File: config.mk
export PLATFORM = sky130hd
export DESIGN_NAME = sdh_queue
export DESIGN_NICKNAME = d
export VERILOG_FILES = /design/src/rtl/sdh_pkg.sv /design/src/rtl/sdh_queue.sv
export SDC_FILE = /design/constraint.sdc
export NUM_CORES = 1
export LEC_CHECK = 0
export ABC_AREA = 1
export ABC_CLOCK_PERIOD_IN_PS = 6900
export BUFFER_PORTS_ARGS = -buffer_cell sky130_fd_sc_hd__buf_2
export CAP_MARGIN = 20
export CORE_ASPECT_RATIO = 1.75
export CORE_MARGIN = 2
export CORE_UTILIZATION = 30
export DETAILED_ROUTE_END_ITERATION = 10
export HOLD_SLACK_MARGIN = 0.12
export PLACE_DENSITY_LB_ADDON = 0.05
export SYNTH_ARGS = -nofsm -noshare
export SYNTH_HDL_FRONTEND = slang
export SYNTH_SLANG_ARGS = --single-unit
export TNS_END_PERCENT = 10
File: constraint.sdc
create_clock -name i_clk -period 6.9 [get_ports i_clk]
set_input_delay 0 -clock i_clk [delete_from_list [all_inputs] [get_ports i_clk]]
set_output_delay 0 -clock i_clk [all_outputs]
set_load 0.01 [all_outputs]
File: src/rtl/sdh_pkg.sv
package sdh_pkg;

    // String capacity and table geometry.
    localparam int unsigned MAX_LEN     = 4096;
    localparam int unsigned TABLE_DEPTH = MAX_LEN + 1;
    localparam int unsigned IDX_W       = 13;
    localparam int unsigned CHAR_W      = 8;
    localparam int unsigned H1_W        = 61;
    localparam int unsigned H2_W        = 30;
    localparam int unsigned QUEUE_DEPTH = 2;

    localparam logic [H1_W-1:0] MOD_FIRST  = 61'h1FFF_FFFF_FFFF_FFFF;
    localparam logic [H2_W-1:0] MOD_SECOND = 30'd998244353;
    localparam logic [H1_W-1:0] BASE_FIRST_RESET  = 61'd131;
    localparam logic [H2_W-1:0] BASE_SECOND_RESET = 30'd131;

    // Configuration register indexes.
    localparam logic CFG_BASE_FIRST  = 1'b0;
    localparam logic CFG_BASE_SECOND = 1'b1;

    typedef enum logic [1:0] {
        REQ_APPEND  = 2'd0,
        REQ_HASH    = 2'd1,
        REQ_COMPARE = 2'd2,
        REQ_CLEAR   = 2'd3
    } t_req;

    typedef enum logic [1:0] {
        ST_OK    = 2'd0,
        ST_FULL  = 2'd1,
        ST_RANGE = 2'd2
    } t_status;

    // What the back end has to do with a classified request.
    typedef enum logic [1:0] {
        K_RESULT  = 2'd0,
        K_APPEND  = 2'd1,
        K_HASH    = 2'd2,
        K_COMPARE = 2'd3
    } t_kind;

    typedef struct packed {
        t_kind              kind;
        logic [CHAR_W-1:0]  char_value;
        logic [IDX_W-1:0]   ph0;
        logic [IDX_W-1:0]   pw0;
        logic [IDX_W-1:0]   ph1;
        logic [IDX_W-1:0]   pw1;
        logic [IDX_W-1:0]   end0;
        logic [IDX_W-1:0]   end1;
        t_status            status;
        logic [IDX_W-1:0]   len_after;
    } t_cmd;

    typedef struct packed {
        logic [H1_W-1:0]  hash_first;
        logic [H2_W-1:0]  hash_second;
        logic             match;
        t_status          status;
        logic [IDX_W-1:0] len;
    } t_res;

    // (e - p) mod M for e, p below M.
    function automatic logic [H1_W-1:0] sub_first(input logic [H1_W-1:0] e,
                                                  input logic [H1_W-1:0] p);
        logic [H1_W-1:0] r;
        if (e >= p) begin
            r = e - p;
        end else begin
            r = e + (MOD_FIRST - p);
        end
        return r;
    endfunction

    function automatic logic [H2_W-1:0] sub_second(input logic [H2_W-1:0] e,
                                                   input logic [H2_W-1:0] p);
        logic [H2_W-1:0] r;
        if (e >= p) begin
            r = e - p;
        end else begin
            r = e + (MOD_SECOND - p);
        end
        return r;
    endfunction

endpackage

File: src/rtl/sdh_queue.sv
module sdh_queue #(
    parameter int unsigned DEPTH = sdh_pkg::QUEUE_DEPTH
) (
    input  logic          i_clk,
    input  logic          i_rst_n,
    input  logic          i_push,
    input  sdh_pkg::t_cmd i_data,
    output logic          o_full,
    input  logic          i_pop,
    output sdh_pkg::t_cmd o_data,
    output logic          o_empty
);
    localparam int unsigned AW = (DEPTH > 1) ? $clog2(DEPTH) : 1;
    localparam int unsigned CW = $clog2(DEPTH + 1);

    sdh_pkg::t_cmd r_mem [DEPTH];
    logic [AW-1:0] r_wp, r_rp;
    logic [CW-1:0] r_cnt;

    assign o_full  = (r_cnt == CW'(DEPTH));
    assign o_empty = (r_cnt == '0);
    assign o_data  = r_mem[r_rp];

    always_ff @(posedge i_clk) begin
        if (!i_rst_n) begin
            r_wp  <= '0;
            r_rp  <= '0;
            r_cnt <= '0;
        end else begin
            if (i_push) begin
                r_wp <= (r_wp == AW'(DEPTH - 1)) ? '0 : r_wp + 1'b1;
            end
            if (i_pop) begin
                r_rp <= (r_rp == AW'(DEPTH - 1)) ? '0 : r_rp + 1'b1;
            end
            if (i_push && !i_pop) begin
                r_cnt <= r_cnt + 1'b1;
            end else if (!i_push && i_pop) begin
                r_cnt <= r_cnt - 1'b1;
            end
        end
    end

    always_ff @(posedge i_clk) begin
        if (i_push) begin
            r_mem[r_wp] <= i_data;
        end
    end
endmodule

Word level (Yosys, flattened, before mapping)

Memories as Yosys holds them, arrays and structs flattened. A register that Yosys moved wholly into a read port is not among the register bits.
Index checks and enable logic that the tools add are counted.
W data, S select, Z words.

Add/sub/neg operators: 4
Magnitude comparators: 0
Equality and inequality tests: 1
Multiplexer cells: 8
Reduce and logical (&&, ||, !) cells: 6
Divide/modulo/power cells: 0
Shifts and indexed selects: 0
Bitwise gates (word level): 0
Multipliers: 0

Operator list:

| cell                  | count |
|---|---|
| $mux W1               | 6 |
| $mux W2               | 2 |
| $add A1 B1 Y1 const B | 2 |
| $add A2 B1 Y2 const B | 1 |
| $eq A2 B2 Y1 const B  | 1 |
| $logic_and A1 B1 Y1   | 2 |
| $logic_not A1 Y1      | 2 |
| $logic_not A2 Y1      | 1 |
| $reduce_bool A2 Y1    | 1 |
| $sub A2 B1 Y2 const B | 1 |

Bits in latches: 0
RAM bits: 206
Memories: 1
Bits in registers: 4
Input port bits: 107
ROM bits: 0

Memories:

| name  | words | width | read ports | clocked after Yosys merged registers in | wr ports | RTL line        | text |
|---|---|---|---|---|---|---|---|
| r_mem | 2     | 103   | 1          | 1                                       | 1        | sdh_queue.sv:16 | `sdh_pkg::t_cmd r_mem [DEPTH];` |

Depth between registers and ports, before layout

Depth in word-level cells: 4
Depth in mapped cells: 8
Mapped depth without buffers: 8

Worst setup path after synthesis

Ideal clock, no wire load.

Kind: register to register
Start point: register r_wp
End point: memory r_mem[0][0] (netlist bit), enable pin
Data required time: 6.331 ns
Buffers on the path: 0
Cell stages (with the launch flop): 2
Setup slack: 1.731 ns
Library setup time: 0.569 ns
Data arrival time: 4.601 ns
Path through: dfxtp_1 > nor2_1

RTL lines:

| item                   | RTL line        | text |
|---|---|---|
| start, declared        | sdh_queue.sv:17 | `logic [AW-1:0] r_wp, r_rp;` |
| start signal, assigned | sdh_queue.sv:31 | `r_wp <= (r_wp == AW'(DEPTH - 1)) ? '0 : r_wp + 1'b1;` |
| end, declared          | sdh_queue.sv:16 |  |

Straight into the memory's write port.

==> results.sh <==
export IMPL_crit_type="reg -> out"
export IMPL_grt_util_all_layers=0.121
export IMPL_yosys_warnings=0
export IMPL_syn_to_final_growth_pct=42.1
export IMPL_hold_buffers=107
export IMPL_die_y_um=216
export IMPL_routed_wl_mm=16.7
export IMPL_io_buffers=211
export IMPL_synth_seq_cells=211
export IMPL_slew_violations=0
export IMPL_status="finished, final reports clean"
export IMPL_finalInstanceArea_um2=10900
export IMPL_die_area_um2=26900
export IMPL_timing_final_ws_setup_ns=4.24
export IMPL_grt_max_degree=58
export IMPL_synth_nets=463
export IMPL_grt_pass1_wl_mm=25.8
export IMPL_worstPathArrival_ns=2.66
export IMPL_power_density_nw_per_um2=279
export IMPL_cts_resized=0
export IMPL_root_buffer="clkbuf_16"
export IMPL_grt_overflow=0
export IMPL_place_area_um2=9070
export IMPL_vias=4380
export IMPL_switchingPower_uw=627
export IMPL_switching_share=0.206
export IMPL_final_core_util=0.432
export IMPL_ys_types=14
export IMPL_tightest_slew_ns=0.816
export IMPL_insertion_delay_ns=0.49
export IMPL_ff_latch_area_um2=6290
export IMPL_max_slew_margin=0.456
export IMPL_cp_max_fo=57
export IMPL_std_cell_rows=77
export IMPL_top_level_ports=212
export IMPL_cts_htree_levels=1
export IMPL_die_width_um=125
export IMPL_worstReg2RegStart="r_wp"
export IMPL_fin_crit_sh=0.386
export IMPL_fill_cells=2335
export IMPL_multi_input_area_um2=1260
export IMPL_drt_iter0_markers=183
export IMPL_clk_pin_slew_ns=0.06
export IMPL_post_cts_buffers=0
export IMPL_reg2reg_depth=3
export IMPL_synth_cells=355
export IMPL_yosysSeqAreaShare=0.819
export IMPL_gp_congestion=0.684
export IMPL_syn_cell_area_um2=7670
export IMPL_total_power_uw=3050
export IMPL_core_area_um2=25200
export IMPL_hold_path_class="in -> reg"
export IMPL_wl_per_cell_um=16.4
export IMPL_ant_nets=0
export IMPL_avgViaCountPerCell=4.29
export IMPL_fmax_ghz=0.376
export IMPL_firstDrtPassIters=4
export IMPL_hold_viol=0
export IMPL_nNetsFinal=798
export IMPL_crit_path_end="o_data[34]"
export IMPL_clock_power_share=0.408
export IMPL_start_util=0.304
export IMPL_crit_required_ns=6.90
export IMPL_maxCapViolCount=0
export IMPL_dpl_hpwl_mm=10.5
export IMPL_cts_tree="done"
export IMPL_fin_crit_ns=2.66
export IMPL_place_ws_ns=4.58
export IMPL_setup_viol=0
export IMPL_drive_gt1_frac=0.499
export IMPL_remaining_drc_errors=0
export IMPL_cp_start_kind="flip-flop"
export IMPL_end_kind="output port"
export IMPL_grt_pass1_vias=4842
export IMPL_timing_rr_end="r_mem[1][67]"
export IMPL_leakage_uw=0.00413
export IMPL_antenna_found_initial=0
export IMPL_combPwrFrac=0.098
export IMPL_antenna_cells=0
export IMPL_internal_power_uw=2420
export IMPL_r2r_slack_ns=4.67
export IMPL_cts_buffers=22
export IMPL_seq_power_share=0.494
export IMPL_syn_area_per_cell_um2=21.6
export IMPL_clock_path_buffers=3
export IMPL_final_setup_tns_ns=0
export IMPL_skew_ns=0.00914
export IMPL_rsz0062_at_grt="false"
export IMPL_vdd_ir_drop_max_mv=0.197
export IMPL_cts_sinks=211
cells in the mapped netlist, drive strengths merged:
cell / count / area [µm²]
nor2: 9 / 33.8
nand3: 1 / 5.00
nand2: 8 / 30.0
nand4: 1 / 6.26
a21oi: 1 / 5.00
mux2: 103 / 1160
buf: 11 / 101
o21ai: 1 / 5.00
dfxtp: 5 / 100
ha: 1 / 12.5
inv: 8 / 30.0
edfxtp: 206 / 6190
through the flow:
step	hold WS, ns	std cells
finish	0.222	1022
detailed placement	0.191	875
floorplan	0.0989	355
global route	0.203	1022
CTS	0.196	1022
global placement	0.189	875
cell type report:
type / count / share of cell area
sequential: 211 / 0.577
inverter: 8 / 0.00298
multi-input combinational: 125 / 0.116
tap: 316 / 0.0363
clock buffer: 32 / 0.0577
timing repair buffer: 322 / 0.198
clock inverter: 8 / 0.0126
state kept, by name (all words and copies together), names as in the netlist, named ones only:
signal  count
r_mem     206
r_cnt       2
r_rp        1
r_wp        1
layer usage:
| layer | track usage | vias up | routed length (µm) |
|---|---|---|---|
| li1 | - | 2067 | - |
| met1 | 0.129 | 2151 | 6060 |
| met2 | 0.232 | 135 | 9300 |
| met3 | 0.0302 | 27 | 1040 |
| met4 | 0.0378 | 0 | 313 |
| met5 | 0 | - | 0 |
power groups by stage:
stage	combinational [µW]	clock [µW]	sequential, µW
after global placement	254	0	1530
after global routing	326	1340	1510
after floorplan	145	0	1530
after detailed placement	258	0	1540
after CTS	309	1290	1510
final	298	1240	1510
critical path, stage by stage (launching register included):
cell and delay, ns:
dfxtp_4 0.76, buf_4 0.74, mux2_2 0.42, buf_2 0.14
cells by family after synthesis:
group                      Yosys count  synth area share
adders and majority gates            1           0.00163
AOI/OAI and AO/OA                    2           0.00130
DFF                                211             0.819
and+or+nand+nor                     19           0.00978
muxes                              103             0.151
buffers and inverters               19            0.0171
cells in the final DEF (no fill, tap or decap), drive strengths merged:
| cell | instances |
|---|---|
| a21oi | 1 |
| buf | 215 |
| bufinv | 4 |
| clkbuf | 32 |
| clkinv | 4 |
| dfxtp | 5 |
| dlygate4sd3 | 107 |
| edfxtp | 206 |
| ha | 1 |
| inv | 8 |
| mux2 | 103 |
| nand2 | 8 |
| nand3 | 1 |
| nand4 | 1 |
| nor2 | 9 |
| o21ai | 1 |
how the worst min path moves through the flow:
stage / to / cells past startpoint / slack, ns / from
6_report: r_mem[0][10] / 2 / 0.22 / i_data[10]
5_1_grt: r_mem[1][6] / 2 / 0.20 / i_data[6]
4_1_cts: r_mem[1][10] / 2 / 0.20 / i_data[10]
3_5_place_dp: r_mem[1][27] / 1 / 0.19 / i_data[27]
3_3_place_gp: r_mem[0][59] / 1 / 0.19 / i_data[59]
2_1_floorplan: r_mem[0][0] / 0 / 0.1 / i_data[0]
(Power assumes the default switching activity.)
