`config.mk`:
```
export PLATFORM = sky130hd
export DESIGN_NAME = sdh_front
export DESIGN_NICKNAME = d
export VERILOG_FILES = /design/src/rtl/sdh_pkg.sv /design/src/rtl/sdh_front.sv
export SDC_FILE = /design/constraint.sdc
export NUM_CORES = 1
export LEC_CHECK = 0
export BUFFER_PORTS_ARGS = -buffer_cell sky130_fd_sc_hd__buf_2
export CAP_MARGIN = 20
export CORE_MARGIN = 2
export CORE_UTILIZATION = 40
export CTS_BUF_LIST = sky130_fd_sc_hd__clkbuf_8
export DETAILED_ROUTE_END_ITERATION = 10
export PLACE_DENSITY = 0.77
export SLEW_MARGIN = 20
export SYNTH_ARGS = -nofsm -noshare
export SYNTH_HDL_FRONTEND = slang
export SYNTH_SLANG_ARGS = --single-unit
```
`constraint.sdc`:
```
create_clock -name i_clk -period 4.1 [get_ports i_clk]
set_input_delay 0.41 -clock i_clk [delete_from_list [all_inputs] [get_ports i_clk]]
set_output_delay 0.41 -clock i_clk [all_outputs]
set_load 0.005 [all_outputs]
```
`src/rtl/sdh_pkg.sv`:
```
package sdh_pkg;

    // String capacity and table geometry.
    localparam int unsigned MAX_LEN     = 4096;
    localparam int unsigned TABLE_DEPTH = MAX_LEN + 1;
    localparam int unsigned IDX_W       = 13;
    localparam int unsigned CHAR_W      = 8;
    localparam int unsigned H1_W        = 61;
    localparam int unsigned H2_W        = 30;
    localparam int unsigned QUEUE_DEPTH = 2;

    localparam logic [H1_W-1:0] MOD_FIRST  = 61'h1FFF_FFFF_FFFF_FFFF;
    localparam logic [H2_W-1:0] MOD_SECOND = 30'd998244353;
    localparam logic [H1_W-1:0] BASE_FIRST_RESET  = 61'd131;
    localparam logic [H2_W-1:0] BASE_SECOND_RESET = 30'd131;

    // Configuration register indexes.
    localparam logic CFG_BASE_FIRST  = 1'b0;
    localparam logic CFG_BASE_SECOND = 1'b1;

    typedef enum logic [1:0] {
        REQ_APPEND  = 2'd0,
        REQ_HASH    = 2'd1,
        REQ_COMPARE = 2'd2,
        REQ_CLEAR   = 2'd3
    } t_req;

    typedef enum logic [1:0] {
        ST_OK    = 2'd0,
        ST_FULL  = 2'd1,
        ST_RANGE = 2'd2
    } t_status;

    // What the back end has to do with a classified request.
    typedef enum logic [1:0] {
        K_RESULT  = 2'd0,
        K_APPEND  = 2'd1,
        K_HASH    = 2'd2,
        K_COMPARE = 2'd3
    } t_kind;

    typedef struct packed {
        t_kind              kind;
        logic [CHAR_W-1:0]  char_value;
        logic [IDX_W-1:0]   ph0;
        logic [IDX_W-1:0]   pw0;
        logic [IDX_W-1:0]   ph1;
        logic [IDX_W-1:0]   pw1;
        logic [IDX_W-1:0]   end0;
        logic [IDX_W-1:0]   end1;
        t_status            status;
        logic [IDX_W-1:0]   len_after;
    } t_cmd;

    typedef struct packed {
        logic [H1_W-1:0]  hash_first;
        logic [H2_W-1:0]  hash_second;
        logic             match;
        t_status          status;
        logic [IDX_W-1:0] len;
    } t_res;

    // (e - p) mod M for e, p below M.
    function automatic logic [H1_W-1:0] sub_first(input logic [H1_W-1:0] e,
                                                  input logic [H1_W-1:0] p);
        logic [H1_W-1:0] r;
        if (e >= p) begin
            r = e - p;
        end else begin
            r = e + (MOD_FIRST - p);
        end
        return r;
    endfunction

    function automatic logic [H2_W-1:0] sub_second(input logic [H2_W-1:0] e,
                                                   input logic [H2_W-1:0] p);
        logic [H2_W-1:0] r;
        if (e >= p) begin
            r = e - p;
        end else begin
            r = e + (MOD_SECOND - p);
        end
        return r;
    endfunction

endpackage

```
`src/rtl/sdh_front.sv`:
```
module sdh_front (
    input  logic                        i_clk,
    input  logic                        i_rst_n,
    input  logic                        i_valid,
    output logic                        o_ready,
    input  logic [1:0]                  i_req_type,
    input  logic [sdh_pkg::CHAR_W-1:0]  i_char_value,
    input  logic [sdh_pkg::IDX_W-1:0]   i_first_start,
    input  logic [sdh_pkg::IDX_W-1:0]   i_first_end,
    input  logic [sdh_pkg::IDX_W-1:0]   i_second_start,
    input  logic [sdh_pkg::IDX_W-1:0]   i_second_end,
    output logic                        o_push,
    output sdh_pkg::t_cmd               o_cmd,
    input  logic                        i_full
);
    // The front end owns the string length, so each request is checked
    // against the length left by every request accepted before it.
    logic [sdh_pkg::IDX_W-1:0] r_len, n_len;
    logic [sdh_pkg::IDX_W-1:0] len1, len2;
    logic                      ok1, ok2;
    sdh_pkg::t_cmd             cmd;

    assign o_ready = !i_full;
    assign o_push  = i_valid && !i_full;
    assign o_cmd   = cmd;

    assign ok1  = (i_first_start <= i_first_end) && (i_first_end <= r_len);
    assign ok2  = (i_second_start <= i_second_end) && (i_second_end <= r_len);
    assign len1 = i_first_end - i_first_start;
    assign len2 = i_second_end - i_second_start;

    always_comb begin
        cmd            = '0;
        cmd.kind       = sdh_pkg::K_RESULT;
        cmd.status     = sdh_pkg::ST_OK;
        cmd.char_value = i_char_value;
        cmd.len_after  = r_len;
        n_len          = r_len;
        unique case (i_req_type)
            sdh_pkg::REQ_APPEND: begin
                if (r_len >= sdh_pkg::IDX_W'(sdh_pkg::MAX_LEN)) begin
                    cmd.status = sdh_pkg::ST_FULL;
                end else begin
                    cmd.kind      = sdh_pkg::K_APPEND;
                    cmd.ph0       = r_len;
                    cmd.pw0       = r_len;
                    cmd.ph1       = r_len;
                    cmd.pw1       = r_len;
                    cmd.end0      = r_len;
                    cmd.end1      = r_len;
                    n_len         = r_len + 1'b1;
                    cmd.len_after = n_len;
                end
            end
            sdh_pkg::REQ_HASH: begin
                if (ok1) begin
                    cmd.kind = sdh_pkg::K_HASH;
                    cmd.ph0  = i_first_start;
                    cmd.pw0  = len1;
                    cmd.ph1  = i_first_start;
                    cmd.pw1  = len1;
                    cmd.end0 = i_first_end;
                    cmd.end1 = i_first_end;
                end else begin
                    cmd.status = sdh_pkg::ST_RANGE;
                end
            end
            sdh_pkg::REQ_COMPARE: begin
                if (ok1 && ok2) begin
                    cmd.kind = sdh_pkg::K_COMPARE;
                    cmd.ph0  = i_first_start;
                    cmd.pw0  = len1;
                    cmd.ph1  = i_second_start;
                    cmd.pw1  = len2;
                    cmd.end0 = i_first_end;
                    cmd.end1 = i_second_end;
                end else begin
                    cmd.status = sdh_pkg::ST_RANGE;
                end
            end
            sdh_pkg::REQ_CLEAR: begin
                n_len         = '0;
                cmd.len_after = '0;
            end
            default: begin
                cmd.status = sdh_pkg::ST_OK;
            end
        endcase
    end

    always_ff @(posedge i_clk) begin
        if (!i_rst_n) begin
            r_len <= '0;
        end else if (o_push) begin
            r_len <= n_len;
        end
    end
endmodule

```
; Yosys cells after proc, flatten, opt, wreduce, memory -nomap -nowiden
; Cells that the tools add are included.
[totals]
elab_cells = 31
regBits = 13
input_bits = 66
output_inout_bits = 105
[classes]
n_addsub = 3
reduce_logical = 6
eq_ne = 3
muxes = 13
order_cmp = 5
[op_table]
columns = op, count
row1 = 80-bit one-hot mux with 3 select lines, 1
row2 = 78-bit two-way mux, 3
row3 = 13-bit <= comparator, 4
row4 = 13-bit one-hot mux with 2 select lines, 1
row5 = 13-bit subtractor, 2
row6 = "13-bit by 1-bit adder with 13-bit output, second input constant", 1
row7 = "13-bit >= comparator, second input constant", 1
row8 = 13-bit two-way mux, 1
row9 = 2-bit two-way mux, 4
row10 = 2-bit one-hot mux with 3 select lines, 1
row11 = "2-bit equality test, second input constant", 2
row12 = 1-bit logical AND, 4
row13 = "2-bit by 1-bit equality test with 1-bit output, second input constant", 1
row14 = 2-bit logical NOT, 1
row15 = 1-bit two-way mux, 2
row16 = 1-bit logical NOT, 1

; Logic depth before layout (Yosys ltp)
; Gate-level depths: netlist of the first run.
[depth]
depth_word = 5
mapped_depth = 11
depth_no_buf = 11

; Least setup slack after synthesis of the first run
; OpenSTA, ideal clock, no wires.
[synth_timing]
kind = in2out
from = input port i_first_start[6] in the netlist's numbering
to = output port o_cmd[20] in the netlist's numbering
setup_slack_ns = 1.129
n_path_buf = 2
arrival_time_ns = 2.561
path_stages = 10
required_time_ns = 3.690
path_cell_list = inv_1 > ha_1 > a2111o_1 > o21a_1 > a211oi_2 > nor2_2 > and3b_1 > buf_6 > buf_8 > a221o_1
[synth_lines]
columns = item, line_no
row1 = start: declaration, sdh_front.sv:8  ; input logic [sdh_pkg::IDX_W-1:0] i_first_start,
row2 = end: declaration, sdh_front.sv:13  ; output sdh_pkg::t_cmd o_cmd,

==> key figures, run 1 <==
Run status
  – Status: finished clean

Global route
  – GRT Overall Usage: 0.251
  – First-pass GRT wire length: 20700 um
  – Initial antenna violation count: 0
  – Largest net degree at the start of global routing: 26
  – Remaining global-route overflow: 0
  – Vias in the first global route: 4355

Die
  – Die Height: 101 um
  – Core Rows: 35
  – I/O pin total: 171
  – Die area: 10100 um2
  – Initial core utilization: 0.407
  – Die X: 101 um
  – Area of the core: 9150 um2

Synthesis
  – Synthesized cell area: 3720 um2
  – Netlist cell types: 63
  – Syn_nets: 660
  – Sequential element share of the synthesized area: 0.0699
  – Ys flop type: dfxtp_1
  – Post-synth EDFFs: 0
  – Syn Inst Count: 533
  – Flops & latches, synth: 13
  – Yosys warns: 0
  – Asr flop ratio synth: 0
  – Mapped Avg Cell Area: 6.99 um2

Cells and area
  – Cell area after layout: 4580 um2
  – Final nets: 796
  – Area of the multi-input gates: 3110 um2
  – Commonest cells after routing, fill and taps aside: buf_2 (154), ha_1 (59), inv_1 (58)
  – Storage element area: 262 um2
  – Top reg by flops: r_len
  – Commonest non-fill, non-tap cell in the layout: buf_2
  – Max reg flops: 13
  – Antenna Cells: 0
  – Layout cell share with drive strength beyond 1: 0.271
  – Largest regs: r_len (13)
  – Layout area overhead: 22.9%
  – Fill cells: 900

Drt
  – Vias per cell: 5.92
  – Initial DRC count: 325
  – Final WL: 13200 um
  – Wire per inst: 17.0 um
  – DRC Markers: 0
  – 1st-pass router iterations: 5
  – Via count: 4610
  – Number of antenna-violating nets in the routed design: 0

Clock tree
  – TritonCTS clock tree: built
  – Sink Count: 13
  – Clock transition at path regs: 0.05 ns
  – Postcts setup bufs: 0
  – CTS Root Buffer Type: clkbuf_8
  – Worst-Skew Late Latency: 0.24 ns
  – H-tree levels: 1
  – Number of buffers created by CTS: 3
  – Clk buf depth: 2
  – Post-CTS Hold Fix Bufs: 0

Placement
  – Final GP Congestion: 0.917
  – Dpl hpwl: 10900 um
  – Port Buffers: 154
  – Pre-CTS setup slack: 0.252 ns
  – DP Area: 4510 um2

Timing
  – Clock Skew: 0.00169 ns
  – Setup TNS: 0 ns
  – Slew Viols, Final: 0
  – Slew @ Worst Pin: 0.853 ns
  – Fin worst setup slack: 0.305 ns
  – RSZ-0062 raised after global routing: false
  – Setup-failing EPs final: 0
  – Min Hold Slack: 0.468 ns
  – Period utilisation layout: 0.926
  – Achievable Freq: 0.264 GHz
  – Slew margin rel.: 0.427
  – Hold Violations, Final: 0
  – Min cycle time layout: 3.80 ns

Critical path
  – Worst path required time: 3.69 ns
  – Crit path max fanout: 15
  – Crit end category: output pin
  – CP Launch Type: register
  – Crit path DAT: 3.39 ns
  – CP Class: register to output pin

Power and ir drop
  – VDD IR-drop max: 0.183 mV
  – LEAKAGE: 2.59 nW
  – Total Power: 0.632 mW
  – Power per Cell Area: 138 nW/um2

Job
  – Maxcap violations: 0

Hold path
  – Worst Hold Class: register to register
routing by layer:
metal  vias to the layer above  routed length, um  GRT usage
met5                         -                  0          0
met4                         0                279     0.0738
met3                        32               1090     0.0264
met2                       237               6360      0.430
met1                      2128               5520      0.332
li1                       2213                  -          -
metrics by stage:
stage               std cells   util
finish                    779  0.500
global route              779  0.500
CTS                       779  0.498
detailed placement        775  0.493
global placement          775  0.493
floorplan                 533      -
cells in the mapped netlist (all sizes together), types with 2 or more instances:
library cell | instances | area (um2)
o221ai | 10 | 87.6
a2111oi | 3 | 26.3
nand2 | 49 | 184
a21o | 32 | 240
or3 | 3 | 18.8
inv | 58 | 218
nor4 | 6 | 37.5
a21boi | 13 | 97.6
dfxtp | 13 | 260
ha | 59 | 738
o22ai | 3 | 18.8
nand4b | 2 | 17.5
nor2b | 2 | 12.5
buf | 17 | 121
o211a | 3 | 30.0
xnor2 | 19 | 166
o211ai | 2 | 15.0
a31oi | 2 | 12.5
nor2 | 36 | 138
fa | 2 | 40.0
and2 | 3 | 18.8
nand3b | 3 | 26.3
nand2b | 4 | 25.0
o21ai | 39 | 195
a21oi | 47 | 239
a31o | 2 | 17.5
and4 | 3 | 26.3
o21a | 6 | 45.0
nand4 | 6 | 37.5
nor3 | 21 | 105
a221oi | 2 | 17.5
nand3 | 9 | 45.0
a211o | 2 | 18.8
xor2 | 9 | 78.8
clkbuf | 10 | 37.5
a221o | 12 | 126
and3 | 3 | 18.8
path summary, 6_finish.rpt:
path                         startpoint               endpoint  slack, ns  cells past startpoint
setup reg to reg  r_len[0]$_SDFFE_PN0P_  r_len[8]$_SDFFE_PN0P_       2.13                      8
hold reg to reg   r_len[9]$_SDFFE_PN0P_  r_len[9]$_SDFFE_PN0P_       0.47                      2
hold / removal    r_len[9]$_SDFFE_PN0P_  r_len[9]$_SDFFE_PN0P_       0.47                      2
setup / recovery  r_len[3]$_SDFFE_PN0P_              o_cmd[21]       0.30                     10
cell families (layout without fill, tap and decap cells):
family / count (synthesis) / after routing / share of synthesized area
AO/OA/AOI/OAI: 190 / 190 / 0.349
AND/OR/NAND/NOR: 155 / 155 / 0.202
buffers and inverters: 85 / 220 / 0.101
adder cells (fa/ha/maj): 61 / 61 / 0.209
XOR/XNOR: 28 / 28 / 0.0658
flip-flops: 13 / 13 / 0.0699
multiplexers: 1 / 1 / 0.00269
area by class of cell:
cell class                      count  area share
Multi-Input combinational cell    435       0.679
Timing Repair Buffer              158       0.175
Clock inverter                      1    0.000820
Tap cell                          111      0.0303
Inverter                           58      0.0484
Clock buffer                        3     0.00902
Sequential cell                    13      0.0571
where the power goes:
part | leakage (nW) | total [mW] | internal [mW] | switching (mW)
Clock | 0.0269 | 0.112 | 0.0662 | 0.0459
Sequential | 0.106 | 0.131 | 0.128 | 0.00271
Combinational | 2.45 | 0.389 | 0.160 | 0.229
Total | 2.59 | 0.632 | 0.354 | 0.278
worst max-delay path, stage by stage, from the launching register on:
cell      delay, ns
dfxtp_1        0.41
inv_1          0.15
ha_1           0.33
a21oi_1        0.14
a21boi_0       0.10
o311ai_0       0.42
a31oi_1        0.28
nor2_2         0.27
and3b_1        0.59
a221o_1        0.30
buf_2          0.13
repair_timing:
item                       in CTS  in global routing
setup endpoints to repair       1                 44
resized for setup               1                  4
pin swaps                       0                  0
No activity file was read; power rests on OpenSTA's default activity.
==> run 2, diff against run 1 <==
Settings changed: CELL_PAD_IN_SITES_DETAIL_PLACEMENT from default to 2, CELL_PAD_IN_SITES_GLOBAL_PLACEMENT from default to 2, CORE_UTILIZATION 40 to 27, PLACE_DENSITY 0.77 to 0.95.
==> key figures, run 2 (synthesis gave the netlist of run 1 again) <==
Cells and area
  – Commonest cells after routing, fill and taps aside: buf_2 (154), ha_1 (59), inv_1 (58)
  – Layout area overhead: 26.2%
  – Antenna Cells: 0
  – Final nets: 799
  – Largest regs: r_len (13)
  – Top reg by flops: r_len
  – Layout Utilization: 0.352
  – Layout cell share with drive strength beyond 1: 0.277
  – Max reg flops: 13
  – Commonest non-fill, non-tap cell in the layout: buf_2

Die
  – Area of the core: 13300 um2
  – Core Rows: 42
  – Die X: 121 um
  – I/O pin total: 171
  – Die Height: 121 um
  – Die area: 14800 um2
  – Initial core utilization: 0.279

Drt
  – Number of antenna-violating nets in the routed design: 0
  – Via count: 4792
  – Initial DRC count: 280
  – 1st-pass router iterations: 5
  – Vias per cell: 5.66
  – Wire per inst: 22.2 um
  – DRC Markers: 0
  – Final WL: 18800 um

Timing
  – Hold Violations, Final: 0
  – Min Hold Slack: 0.473 ns
  – Achievable Freq: 0.255 GHz
  – Clock Skew: 0.00313 ns
  – Fin worst setup slack: 0.186 ns
  – RSZ-0062 raised after global routing: false
  – Setup-failing EPs final: 0
  – Slew Viols, Final: 0
  – Min cycle time layout: 3.91 ns
  – Slew @ Worst Pin: 0.948 ns
  – Setup TNS: 0 ns
  – Slew margin rel.: 0.363
  – Period utilisation layout: 0.955

Clock tree
  – Clk buf depth: 2
  – Sink Count: 13
  – Worst-Skew Late Latency: 0.25 ns
  – Clock transition at path regs: 0.06 ns
  – TritonCTS clock tree: built
  – CTS Root Buffer Type: clkbuf_8
  – Postcts setup bufs: 0
  – H-tree levels: 1
  – Number of buffers created by CTS: 3

Critical path
  – Crit end category: output pin
  – Slowest-stage cell, CP: nor4_4
  – CP Cell Sequence: inv_1 -> ha_1 -> a21oi_1 -> a21boi_0 -> o311ai_0 -> a31oi_1 -> nor4_4 -> buf_4 -> a221o_1 -> buf_2
  – CP max stage delay: 0.57 ns
  – CP bufs+invs: 3
  – Worst path required time: 3.69 ns
  – Critical path's top delay family: compound AO/OA/AOI/OAI gates
  – Crit path DAT: 3.50 ns
  – CP Launch Type: register
  – CP Class: register to output pin
  – Crit path max fanout: 20

Power and ir drop
  – Clock share of power: 0.172
  – Power per Cell Area: 145 nW/um2
  – Int Pwr: 0.359 mW
  – LEAKAGE: 2.62 nW
  – Seq pwr share: 0.193
  – VDD IR-drop max: 0.152 mV
  – Comb pwr share: 0.635
  – Total Power: 0.680 mW
  – Sw Ratio: 0.473
  – Psw: 0.322 mW

Hold path
  – Worst Hold Class: register to register

Run status
  – Status: finished clean

Placement
  – Port Buffers: 154
  – Final GP Congestion: 0.942
  – Dpl hpwl: 15800 um
  – Pre-CTS setup slack: -0.145 ns

Global route
  – Remaining global-route overflow: 0
  – Initial antenna violation count: 0
  – Vias in the first global route: 5273
  – GRT Overall Usage: 0.251
  – Largest net degree at the start of global routing: 26
  – First-pass GRT wire length: 29000 um

Job
  – Maxcap violations: 0
-- run 2: path summary, 6_finish.rpt --
path                          start                     end  slack (ns)  cells past startpoint
max reg2reg   r_len[0]$_SDFFE_PN0P_   r_len[8]$_SDFFE_PN0P_        2.01                      8
max           r_len[3]$_SDFFE_PN0P_               o_cmd[21]        0.19                     10
min reg2reg  r_len[11]$_SDFFE_PN0P_  r_len[11]$_SDFFE_PN0P_        0.47                      2
min          r_len[11]$_SDFFE_PN0P_  r_len[11]$_SDFFE_PN0P_        0.47                      2
-- run 2: power by group through the flow --
stage	clock network [mW]	logic (mW)	registers [mW]
after floorplan	0	0.260	0.133
after global placement	0	0.386	0.134
after detailed placement	0	0.418	0.134
after CTS	0.121	0.426	0.131
after global routing	0.124	0.470	0.132
final	0.117	0.432	0.131
-- run 2: worst min-delay path, cell delays in order (launching register included) --
cell and delay [ns]:
dfxtp_1 0.31, nand2_1 0.05, a21boi_0 0.07
-- run 2: routing by layer --
metal  wire [um]  global-route usage
met5           0                   0
met2        9720               0.466
met3         981              0.0244
met1        7680               0.303
met4         439              0.0726
-- run 2: area by class of cell --
class	instances	area, um2
clock buffers	3	41.3
clock inverters	1	3.75
fillers	1618	8650
inverters	58	221
multi-input cells	435	3120
flip-flops and latches	13	262
well taps	176	220
repair buffers	161	827
-- run 2: stage by stage --
step	cell area, um2	std cells
2_1_floorplan	3720	533
3_5_place_dp	4620	843
3_3_place_gp	4620	843
6_report	4700	847
5_1_grt	4700	847
4_1_cts	4700	847
-- run 2: what timing repair did --
item / 4_1_cts / 5_1_grt
gates cloned: 0 / 0
hold buffers: 0 / 0
pin swaps: 0 / 1
endpoints found under the setup margin: 57 / 41
hold endpoints to repair: 0 / 0
gates resized for setup: 7 / 2
==> run 3, diff against run 2 <==
--- a/config.mk
+++ b/config.mk
@@ -15,4 +15,5 @@
 export DETAILED_ROUTE_END_ITERATION = 10
 export PLACE_DENSITY = 0.95
+export SETUP_SLACK_MARGIN = 0.05
 export SLEW_MARGIN = 20
 export SYNTH_ARGS = -nofsm -noshare
==> constraint.sdc (replaced) <==
create_clock -name i_clk -period 4.1 [get_ports i_clk]
set_input_delay 0.82 -clock i_clk [delete_from_list [all_inputs] [get_ports i_clk]]
set_output_delay 0.82 -clock i_clk [all_outputs]
set_load 0.005 [all_outputs]
==> key figures, run 3 (synthesis gave the netlist of run 1 again) <==
Placement
  – Dpl hpwl: 17000 um
  – Pre-CTS setup slack: -0.141 ns
  – Final GP Congestion: 0.915
  – Port Buffers: 154

Clock tree
  – Number of buffers created by CTS: 3
  – Clock transition at path regs: 0.05 ns
  – Sink Count: 13
  – TritonCTS clock tree: built
  – CTS Root Buffer Type: clkbuf_8
  – Clk buf depth: 2
  – H-tree levels: 1
  – Worst-Skew Late Latency: 0.26 ns
  – Post-CTS Hold Fix Bufs: 0

Power and ir drop
  – VDD IR-drop max: 0.137 mV
  – Int Pwr: 0.473 mW
  – LEAKAGE: 3.18 nW
  – Comb pwr share: 0.728
  – Clock share of power: 0.130
  – Psw: 0.453 mW
  – Total Power: 0.925 mW
  – Seq pwr share: 0.142
  – Sw Ratio: 0.489
  – Power per Cell Area: 151 nW/um2

Drt
  – Wire per inst: 29.9 um
  – 1st-pass router iterations: 5
  – Final WL: 27900 um
  – Vias per cell: 6.14
  – Number of antenna-violating nets in the routed design: 0
  – Initial DRC count: 355
  – Via count: 5730
  – DRC Markers: 0

Critical path
  – CP Cell Sequence: clkbuf_4 -> ha_4 -> nand2_4 -> nor2_4 -> a2111oi_4 -> buf_4 -> a31oi_4 -> buf_6 -> buf_4 -> nor2_4 -> buf_6 -> nand3b_1 -> buf_6 -> buf_2 -> o22ai_1 -> buf_2
  – Slowest-stage cell, CP: a2111oi_4
  – Crit path DAT: 3.44 ns
  – Critical path's top delay family: buffers and inverters
  – CP Class: input pin to output pin
  – CP Launch Type: input pin
  – Top cell by count, worst path: buf_6
  – CP bufs+invs: 8
  – CP max stage delay: 0.41 ns
  – Worst path required time: 3.28 ns
  – Crit end category: output pin
  – Crit path max fanout: 4

Cells and area
  – Fill cells: 1495
  – Layout cell share with drive strength beyond 1: 0.454
  – Commonest non-fill, non-tap cell in the layout: buf_2
  – Layout area overhead: 64.2%
  – Max reg flops: 13
  – Top reg by flops: r_len
  – Commonest cells after routing, fill and taps aside: buf_2 (145), buf_4 (72), inv_1 (53)
  – Largest regs: r_len (13)
  – Final nets: 884

Timing
  – Slew margin rel.: 0.476
  – Fin worst setup slack: -0.161 ns
  – Hold Violations, Final: 0
  – Min cycle time layout: 4.26 ns
  – Achievable Freq: 0.235 GHz
  – Period utilisation layout: 1.04
  – Setup-failing EPs final: 53
  – Clock Skew: 0.00569 ns
  – Slew @ Worst Pin: 0.783 ns
  – Slew Viols, Final: 0
  – RSZ-0062 raised after global routing: true

Job
  – Maxcap violations: 0

Die
  – Die X: 121 um
  – Core Rows: 42
  – Area of the core: 13300 um2
  – Die Height: 121 um
  – Die area: 14800 um2
  – Initial core utilization: 0.279
  – I/O pin total: 171

Global route
  – Vias in the first global route: 5938
  – Initial antenna violation count: 1
  – Largest net degree at the start of global routing: 24
  – GRT Overall Usage: 0.289
  – Remaining global-route overflow: 0
  – First-pass GRT wire length: 33000 um

Hold path
  – Worst Hold Class: register to register

Run status
  – Failing checks: negative setup slack
  – Status: finished with violations
## run 3: cell count changes in the layout (fill, tap and decap cells not counted), sizes merged
cell      before  now
clkbuf         3    6
buf          161  243
inv           58   59
clkinvlp       1    0
diode          0    1
## run 3: power by group through the flow
stage	logic, mW	clock network [mW]	registers, mW
after floorplan	0.260	0	0.133
after global placement	0.438	0	0.134
after detailed placement	0.470	0	0.134
after CTS	0.498	0.127	0.131
after global routing	0.702	0.127	0.131
final	0.673	0.121	0.131
## run 3: final cells by class
type                            instances  area [um2]  share of cell area
Inverter                               58         228              0.0372
Timing Repair Buffer                  246        1650               0.269
Sequential cell                        13         262              0.0428
Multi-Input combinational cell        435        3710               0.607
Antenna cell                            1        2.50            0.000409
Clock buffer                            3        41.3             0.00675
Clock inverter                          1        3.75            0.000614
Tap cell                              176         220              0.0360
## run 3: worst paths after layout
check / start / to / slack, ns / cells after the start
setup / recovery: i_first_end[12] / o_cmd[66] / -0.16 / 16
hold / removal: r_len[11]$_SDFFE_PN0P_ / r_len[11]$_SDFFE_PN0P_ / 0.47 / 2
setup reg to reg: r_len[0]$_SDFFE_PN0P_ / r_len[8]$_SDFFE_PN0P_ / 1.60 / 8
hold reg to reg: r_len[11]$_SDFFE_PN0P_ / r_len[11]$_SDFFE_PN0P_ / 0.47 / 2
## run 3: timing repair
action,in CTS,in global routing
setup buffers,3,14
resized for setup,29,137
pin swaps,11,47
gates cloned,0,3
setup endpoints to repair,71,80
## run 3: stage by stage
stage               std cells   util  cell area, um2  hold WS (ns)  setup TNS [ns]
floorplan                 533      -            3720         0.443               0
global route              933  0.458            6110         0.515           -8.69
global placement          908  0.385            5140         0.453           -2.34
CTS                       915  0.400            5340         0.477               0
detailed placement        908  0.385            5140         0.469           -2.36
finish                    933  0.458            6110         0.475           -3.01
## run 3: worst register-to-register path: cells and delay by family, from the launching register on
kind,cells,cell delay [ns]
XOR/XNOR,1,0.16
flip-flops,1,0.50
AND/OR/NAND/NOR,5,1.18
AO/OA/AOI/OAI,1,0.28
adder cells (fa/ha/maj),1,0.26
## run 3: layer usage
metal  GRT usage  vias up  wire, um
li1            -     2391         -
met2       0.553      341     13700
met5           0        -         0
met1       0.320     2864     10700
met4       0.104        0      1640
met3      0.0409      134      1860
